[config.mk]
export PLATFORM = sky130hd
export DESIGN_NAME = dfsh_ctrl
export DESIGN_NICKNAME = d
export VERILOG_FILES = /design/src/rtl/core/dfsh_pkg.sv /design/src/rtl/core/dfsh_ctrl.sv
export SDC_FILE = /design/constraint.sdc
export NUM_CORES = 1
export LEC_CHECK = 0
export ABC_AREA = 1
export BUFFER_PORTS_ARGS = -buffer_cell sky130_fd_sc_hd__buf_4
export CORE_AREA = 2 2 39 41
export DETAILED_ROUTE_END_ITERATION = 6
export DIE_AREA = 0 0 41 43
export GPL_TIMING_DRIVEN = 0
export MAX_ROUTING_LAYER = met4
export SYNTH_ARGS = -nofsm -noshare
export SYNTH_HDL_FRONTEND = slang
export SYNTH_SLANG_ARGS = --single-unit
[constraint.sdc]
create_clock -name clk -period 0.9 [get_ports clk]
set_input_delay 0.09 -clock clk [delete_from_list [all_inputs] [get_ports clk]]
set_output_delay 0.09 -clock clk [all_outputs]
set_load 0.01 [all_outputs]
[src/rtl/core/dfsh_pkg.sv]
// Shared types and constants for the depth-first path label histogram core.
// Used by dfsh_ctrl, dfsh_datapath and the top level; depends on nothing else.
`timescale 1ns / 1ps

package dfsh_pkg;

	// Table geometry
	localparam int MAX_VERTICES = 256;
	localparam int MAX_LABELS   = 16;
	localparam int DEPTH_LEVELS = 8;
	localparam int COUNT_BITS   = 16;

	localparam int VID_BITS   = 8;
	localparam int LAB_BITS   = 4;
	localparam int DEP_BITS   = 3;
	localparam int LEVEL_BITS = 4;
	localparam int LIM_BITS   = 4;

	localparam int VD_DEPTH  = MAX_VERTICES * DEPTH_LEVELS;
	localparam int LD_DEPTH  = MAX_LABELS * DEPTH_LEVELS;
	localparam int LP_DEPTH  = MAX_LABELS * MAX_LABELS;
	localparam int LPD_DEPTH = (DEPTH_LEVELS - 1) * MAX_LABELS * MAX_LABELS;

	localparam int VD_AW  = 11;
	localparam int LD_AW  = 7;
	localparam int LP_AW  = 8;
	localparam int LPD_AW = 11;

	// The clearing sweep covers the largest table.
	localparam int SWEEP_BITS = 11;

	localparam logic [LIM_BITS-1:0] PATH_LIMIT_RESET = 4'd4;

	// Command codes
	localparam logic [2:0] CMD_START    = 3'd0;
	localparam logic [2:0] CMD_DISCOVER = 3'd1;
	localparam logic [2:0] CMD_FINISH   = 3'd2;
	localparam logic [2:0] CMD_READ     = 3'd3;
	localparam logic [2:0] CMD_CLEAR    = 3'd4;

	// Table selectors for reads
	localparam logic [1:0] TAB_VERTEX_DEPTH = 2'd0;
	localparam logic [1:0] TAB_LABEL_DEPTH  = 2'd1;
	localparam logic [1:0] TAB_LABEL_PAIR   = 2'd2;
	localparam logic [1:0] TAB_PAIR_DEPTH   = 2'd3;

	typedef enum logic [1:0] {
		ST_CLEAR,
		ST_IDLE,
		ST_EXEC
	} state_t;

	// Controller to datapath
	typedef struct packed {
		logic accept;
		logic finish;
		logic sweep;
	} ctrl_cmd_t;

	// Datapath to controller
	typedef struct packed {
		logic out_free;
		logic is_clear;
		logic sweep_last;
	} dp_status_t;

endpackage

[src/rtl/core/dfsh_ctrl.sv]
// Controller state machine: clearing sweep, item accept and execute steps.
// Depends on dfsh_pkg.
`timescale 1ns / 1ps

module dfsh_ctrl (
	input  logic                 clk,
	input  logic                 arst_n,
	input  logic                 in_valid,
	output logic                 in_ready,
	input  dfsh_pkg::dp_status_t status,
	output dfsh_pkg::ctrl_cmd_t  cmd
);

	dfsh_pkg::state_t state_q, state_d;

	// State register; reset starts a clearing sweep.
	always_ff @(posedge clk or negedge arst_n) begin
		if (!arst_n) begin
			state_q <= dfsh_pkg::ST_CLEAR;
		end else begin
			state_q <= state_d;
		end
	end

	// Next state.
	always_comb begin
		state_d = state_q;
		unique case (state_q)
			dfsh_pkg::ST_CLEAR: begin
				if (status.sweep_last) state_d = dfsh_pkg::ST_IDLE;
			end
			dfsh_pkg::ST_IDLE: begin
				if (in_valid && status.out_free) state_d = dfsh_pkg::ST_EXEC;
			end
			dfsh_pkg::ST_EXEC: begin
				state_d = status.is_clear ? dfsh_pkg::ST_CLEAR : dfsh_pkg::ST_IDLE;
			end
			default: state_d = dfsh_pkg::ST_IDLE;
		endcase
	end

	// Outputs.
	always_comb begin
		in_ready   = 1'b0;
		cmd.finish = 1'b0;
		cmd.sweep  = 1'b0;
		unique case (state_q)
			dfsh_pkg::ST_CLEAR: cmd.sweep  = 1'b1;
			dfsh_pkg::ST_IDLE:  in_ready   = status.out_free;
			dfsh_pkg::ST_EXEC:  cmd.finish = 1'b1;
			default: ;
		endcase
		cmd.accept = in_ready & in_valid;
	end

	// An accepted word is always followed by its execute step.
	assert property (@(posedge clk) disable iff (!arst_n)
		cmd.accept |=> state_q == dfsh_pkg::ST_EXEC)
		else $error("accepted word not executed");

	// Execute lasts exactly one cycle.
	assert property (@(posedge clk) disable iff (!arst_n)
		cmd.finish |=> !cmd.finish)
		else $error("execute step repeated");

	// No word is taken while tables are being cleared.
	assert property (@(posedge clk) disable iff (!arst_n)
		cmd.sweep |-> !in_ready)
		else $error("ready during clearing sweep");

endmodule

==> qor.txt, run 1 <==
Status -> finished with violations
Failing checks -> negative setup slack
Synth top area share -> 0.4348
Htree depth -> 1
HP Class -> input port to register
Largest family of logic cells by synthesized area -> simple AND/OR/NAND/NOR gates
Top cells by area, synth -> dfrtp_1 (43%), inv_1 (13%), nor2_1 (13%)
N_diodes -> 0
Post-synthesis xor/xnor area fraction -> 0
Crit path capture type -> primary output
Max FFs per register -> 2
First DRT Iteration DRCs -> 0
DR DRC count -> 0
Finished Cell Area -> 260.3 sq um
Post-route ant nets -> 0
CTS tree -> built
Slew at the pin closest to its max-slew limit -> 0.1329 ns
R2R cell count -> 5
Syn Area/Cell -> 6.771 sq um
Vias/cell -> 3.128
Clk_lat worst skew -> 0.22 ns
Port Buffers -> 9
P_leak -> 0.1403 nW
Warnings, synthesis -> 0
Synth Register Bits -> 2
RD Place Congestion -> 0.6305
Post-synthesis mux area share -> 0
Post-synthesis sequential area ratio -> 0.4348
Final Cycle Share -> 1.182
Placed Area -> 202.7 sq um
Total wire length -> 320 microns
Yosys top cell by area -> dfrtp_1
Max Used Layer -> met3
Layout cells sized above 1 -> 0.6129
First-pass GRT wire length -> 483 microns
Via count -> 147
Adder-cell share of the synthesized area -> 0
Post-route setup TNS -> -0.5567 ns
Min setup slack post-route -> -0.1640 ns
Layout Cells excl Fill -> 47
Net Switching -> 0.1229 mW
Critical R2R Capture -> state_q[0]
Initial antenna violation count -> 0
R2R setup slack -> -0.04 ns
FFs w/ async S/R, synth -> 1.000
Worst Hold Depth -> 4
Combinational share of power -> 0.297
Most used DFF post-synth -> dfrtp_1
Gr ovfl total -> 0
Final hold viol count -> 0
Post-Place Cells -> 42
Crit path cell chain -> inv_2 -> nand2_4 -> nor2_2 -> buf_4
Vias in the first global route -> 149
Critical Path Source Type -> register
Routed len/inst -> 6.809 microns
Area Growth Syn to Fin -> 126.1%
WS Path Type -> register to primary output
Crit path time final -> 1.064 ns
Root buffer cell -> clkbuf_4
Largest registers -> state_q x2
Largest net degree at the start of global routing -> 5
Worst-path clk slew -> 0.03 ns
Nets -> 39
Initial DRT Pass Iterations -> 1
Origin of the critical flop-to-flop path -> state_q[0]
Fin. max-slew vios -> 0
Synthesized instance count -> 17
Required time of the worst setup path -> 0.81 ns
Starting density of the core -> 0.08318
Detail Placement HPWL -> 231.4 microns
TritonCTS buffer count -> 3
Core area -> 1384 sq um
RSZ-0062 raised after global routing -> true
Die height -> 43 microns
Global Route Usage Sum -> 0.05252
Die Wd -> 41 microns
Largest Register -> state_q
Post-synthesis compound-gate area fraction -> 0
I/O pins -> 10
Int Pwr -> 0.3218 mW
Sw frac -> 0.2765
Rows -> 14
DR WL met2 -> 174 microns
Relative slew slack -> 0.9111
Cell variety after synth -> 7
Simple-Gate Fraction of Synth Area -> 0.4348
Metal-1 WL -> 114 microns
Maximum VDD drop -> 0.3114 mV
Hold_sp -> status[1]
Sequential Power Share -> 0.263
Clock share of power -> 0.440
Slowest CP cell -> dfrtp_1
Largest stage delay on the critical path -> 0.38 ns
Max Clock Skew -> 0.0005586 ns
Synth top cells by count -> inv_1 (4), nor2_1 (4), nand2_1 (3)
Fmax -> 939.9 MHz
Post-synth EDFFs -> 0
Arr. time, crit path -> 0.97 ns
Met3 wire len -> 31 microns
Hold Path End -> state_q[0]
DIE AREA -> 1763 sq um
Clock tree buffer depth -> 2
Post-Syn Area -> 115.1 sq um
Setup violators final -> 5
Net count after synthesis -> 23
PwrDens -> 1709 nW/um^2
CP Max Fanout -> 3
Final hold slack -> 0.1573 ns
CTS Sinks -> 2
Max Cap Viol -> 0
[layout by cell type, fill, tap and decap left out]
cell / Yosys / final
buf_4: 0 / 9
nor2_1: 4 / 3
inv_1: 4 / 3
nand2_1: 3 / 3
clkbuf_4: 0 / 3
nor2_2: 2 / 2
inv_2: 0 / 1
nand2_4: 0 / 1
nor2_4: 0 / 1
nand3_1: 1 / 1
dlygate4sd3_1: 0 / 1
buf_6: 0 / 1
dfrtp_2: 0 / 1
dfrtp_1: 2 / 1
[how the worst max path moves through the flow]
stage	from	endpoint	slack, ns	cells after the start
6_report	state_q[1]	in_ready	-0.16	4
5_1_grt	state_q[1]	in_ready	-0.22	4
3_5_place_dp	state_q[1]	cmd[2]	0.03	4
2_1_floorplan	state_q[0]	state_q[0]	0.01	4
4_1_cts	state_q[1]	cmd[2]	-0.19	4
3_3_place_gp	state_q[1]	cmd[2]	0.03	4
[metrics by stage]
| step | worst slack [ns] | power, mW | util |
|---|---|---|---|
| after detailed placement | 0.02506 | 0.2154 | 0.1465 |
| after floorplan | 0.01116 | 0.1618 | - |
| final | -0.1640 | 0.4447 | 0.1881 |
| after global placement | 0.03137 | 0.2142 | 0.1465 |
| after CTS | -0.1858 | 0.4466 | 0.1790 |
| after global routing | -0.2217 | 0.4809 | 0.1881 |
[critical path: cells and delay by family, from the launching register on]
| kind | cells | cell delay (ns) |
|---|---|---|
| flip-flops | 1 | 0.38 |
| buffers and inverters | 2 | 0.20 |
| AND/OR/NAND/NOR | 2 | 0.16 |
[repair_timing]
item | in CTS | in global routing
hold buffers | 1 | 0
setup endpoints to repair | 4 | 5
pin swaps | 1 | 1
endpoints found under the hold margin | 2 | 0
setup buffers | 1 | 0
gates resized for setup | 2 | 4
[area by class of cell]
class / instances / area [sq um]
tap: 16 / 20.02
fill: 164 / 1124
clock buffer: 3 / 22.52
inverter: 4 / 15.01
sequential: 2 / 51.30
timing repair buffer: 11 / 88.84
multi-input combinational: 11 / 62.56
[layer usage]
layer	track usage	vias up
li1	-	77
met1	0.03871	64
met2	0.05625	6
met3	0.03141	0
met4	0.1000	0
met5	-	-
[kinds of logic after synthesis]
| kind of cell | after synthesis |
|---|---|
| flops | 2 |
| simple gates | 11 |
| buf+inv | 4 |
[power by group through the flow]
stage / sequential (mW) / combinational [mW] / clock (mW)
finish: 0.117 / 0.132 / 0.195
global route: 0.120 / 0.145 / 0.216
CTS: 0.113 / 0.122 / 0.212
detailed placement: 0.113 / 0.103 / 0
global placement: 0.113 / 0.102 / 0
floorplan: 0.111 / 0.0503 / 0
No activity file was read; power rests on OpenSTA's default activity.
==> run 2: changes to the inputs <==
TNS_END_PERCENT = 50   (was default)
==> qor.txt, run 2 (synthesis results as in run 1) <==
RSZ-0062 raised after global routing -> true
Sequential Power Share -> 0.268 (+0.005)
Int Pwr -> 0.3134 mW (-2.6%)
Total power -> 0.4382 mW (-1.5%)
Net Switching -> 0.1247 mW (+1.5%)
Area Growth Syn to Fin -> 119.6%
WS Path Type -> register to primary output
Post-route setup TNS -> -0.5291 ns (+0.02761 ns)
Arr. time, crit path -> 0.99 ns (+0.02 ns)
Vias in the first global route -> 149 (unchanged)
Fmax -> 929.2 MHz (-1.1%)
Finished Cell Area -> 252.7 sq um (-2.9%)
Status -> finished with violations
Clock share of power -> 0.454 (+0.014)
Layout cells sized above 1 -> 0.6000 (-0.01290)
Combinational share of power -> 0.278 (-0.019)
Max Cap Viol -> 0 (unchanged)
Dpl ws -> 0.02506 ns (unchanged)
Crit path time final -> 1.076 ns (+0.01221 ns)
Largest net degree at the start of global routing -> 5 (unchanged)
Port Buffers -> 9 (unchanged)
Placed Area -> 202.7 sq um (unchanged)
Core area -> 1384 sq um (unchanged)
Required time of the worst setup path -> 0.81 ns (about the same)
I/O pins -> 10 (unchanged)
Critical path buffer and inverter count -> 2 (unchanged)
Critical path's top delay family -> flip-flops
Crit path cell chain -> inv_2 -> nand2_4 -> nor2_2 -> buf_4
Total wire length -> 324 microns (+1.3%)
Crit path capture type -> primary output
Post-CTS Setup Bufs -> 0 (-1)
Detail Placement HPWL -> 231.4 microns (unchanged)
Post-route ant nets -> 0 (unchanged)
CTS tree -> built
First DRT Iteration DRCs -> 1 (+1)
PwrDens -> 1734 nW/um^2 (+1.5%)
Initial DRT Pass Iterations -> 4 (+3)
Nets -> 38 (-2.6%)
Largest stage delay on the critical path -> 0.39 ns (about the same)
Die height -> 43 microns (unchanged)
DIE AREA -> 1763 sq um (unchanged)
First-pass GRT wire length -> 483 microns (unchanged)
Clock tree buffer depth -> 2 (unchanged)
Min setup slack post-route -> -0.1762 ns (-0.01221 ns)
Sw frac -> 0.2847 (+0.008228)
Root buffer cell -> clkbuf_4
Via count -> 140 (-4.8%)
Worst-path clk slew -> 0.03 ns (about the same)
Layout Cells excl Fill -> 46 (-2.1%)
Clk_lat worst skew -> 0.22 ns (about the same)
Fin. max-slew vios -> 0 (unchanged)
Final Cycle Share -> 1.196 (+0.01357)
Most common cell after layout, fill and taps aside -> buf_4
Critical Path Source Type -> register
Slowest CP cell -> dfrtp_1
P_leak -> 0.1360 nW (-3.1%)
Failing checks -> negative setup slack
Final hold viol count -> 0 (unchanged)
Relative slew slack -> 0.9091 (-0.002025)
Final core occ -> 0.1826 (-0.005425)
Final hold slack -> 0.1574 ns (+0.00007300 ns)
Largest Register -> state_q
Max Clock Skew -> 0.001052 ns (+0.0004933 ns)
Gr ovfl total -> 0 (unchanged)
Maximum VDD drop -> 0.3107 mV (-0.25%)
TritonCTS buffer count -> 3 (unchanged)
Vias/cell -> 3.043 (-2.7%)
Setup violators final -> 4 (-1)
Die Wd -> 41 microns (unchanged)
Commonest non-fill, non-tap cells in the layout -> buf_4 (8), nor2_1 (3), inv_1 (3), nand2_1 (3), clkbuf_4 (3)
Htree depth -> 1 (unchanged)
Routed len/inst -> 7.043 microns (+3.5%)
CP Max Fanout -> 3 (unchanged)
Origin of the critical flop-to-flop path -> state_q[0]
HP Class -> input port to register
Largest registers -> state_q x2
Starting density of the core -> 0.08318 (unchanged)
N_diodes -> 0 (unchanged)
Rows -> 14 (unchanged)
Initial antenna violation count -> 0 (unchanged)
Max FFs per register -> 2 (unchanged)
Post-Place Cells -> 42 (unchanged)
DR DRC count -> 0 (unchanged)
RD Place Congestion -> 0.6305 (unchanged)
Crit. Startpoint -> state_q[1]
CTS Sinks -> 2 (unchanged)
Global Route Usage Sum -> 0.05252 (unchanged)
Hold_sp -> status[1]
Slew at the pin closest to its max-slew limit -> 0.1359 ns (+0.003026 ns)
run 2: cell types whose count changed in the layout (fill, tap and decap cells not counted), sizes merged:
cell and delta:
buf -1
run 2: cell type report:
cell class | instances | area (sq um)
well taps | 16 | 20.02
repair buffers | 10 | 81.33
multi-input cells | 11 | 62.56
fillers | 164 | 1131
clock buffers | 3 | 22.52
flip-flops and latches | 2 | 51.30
inverters | 4 | 15.01
run 2: what timing repair did:
| item | CTS | global route |
|---|---|---|
| hold buffers | 1 | 0 |
| pin swaps | 0 | 1 |
| endpoints found under the setup margin | 4 | 5 |
| hold endpoints to repair | 2 | 0 |
| resized for setup | 2 | 4 |
run 2: worst min-delay path: cells and delay by family:
kind,cells,cell delay [ns]
buffers and inverters,1,0.08
and+or+nand+nor,3,0.17
run 2: worst paths after layout:
| check | slack [ns] | to | cells past startpoint |
|---|---|---|---|
| min | 0.16 | state_q[0] | 4 |
| max reg2reg | 0.06 | state_q[0] | 4 |
| max in group asynchronous | 0.61 | state_q[0] | 2 |
| max | -0.18 | in_ready | 4 |
| min reg2reg | 0.59 | state_q[1] | 2 |
| min in group asynchronous | 0.19 | state_q[1] | 2 |
run 2: power by group through the flow:
stage | combinational [mW] | clock, mW | sequential [mW]
detailed placement | 0.103 | 0 | 0.113
CTS | 0.112 | 0.212 | 0.113
floorplan | 0.0503 | 0 | 0.111
global route | 0.135 | 0.216 | 0.121
global placement | 0.102 | 0 | 0.113
finish | 0.122 | 0.199 | 0.117
run 2: metal layers:
| metal | GRT usage | part of all wire | up-vias | wire, microns |
|---|---|---|---|---|
| met4 | 0.1000 | 0 | 0 | 0 |
| met3 | 0.03141 | 0.096 | 0 | 31 |
| met5 | - | 0 | - | 0 |
| li1 | - | - | 74 | - |
| met2 | 0.05625 | 0.52 | 6 | 170 |
| met1 | 0.03871 | 0.38 | 60 | 122 |
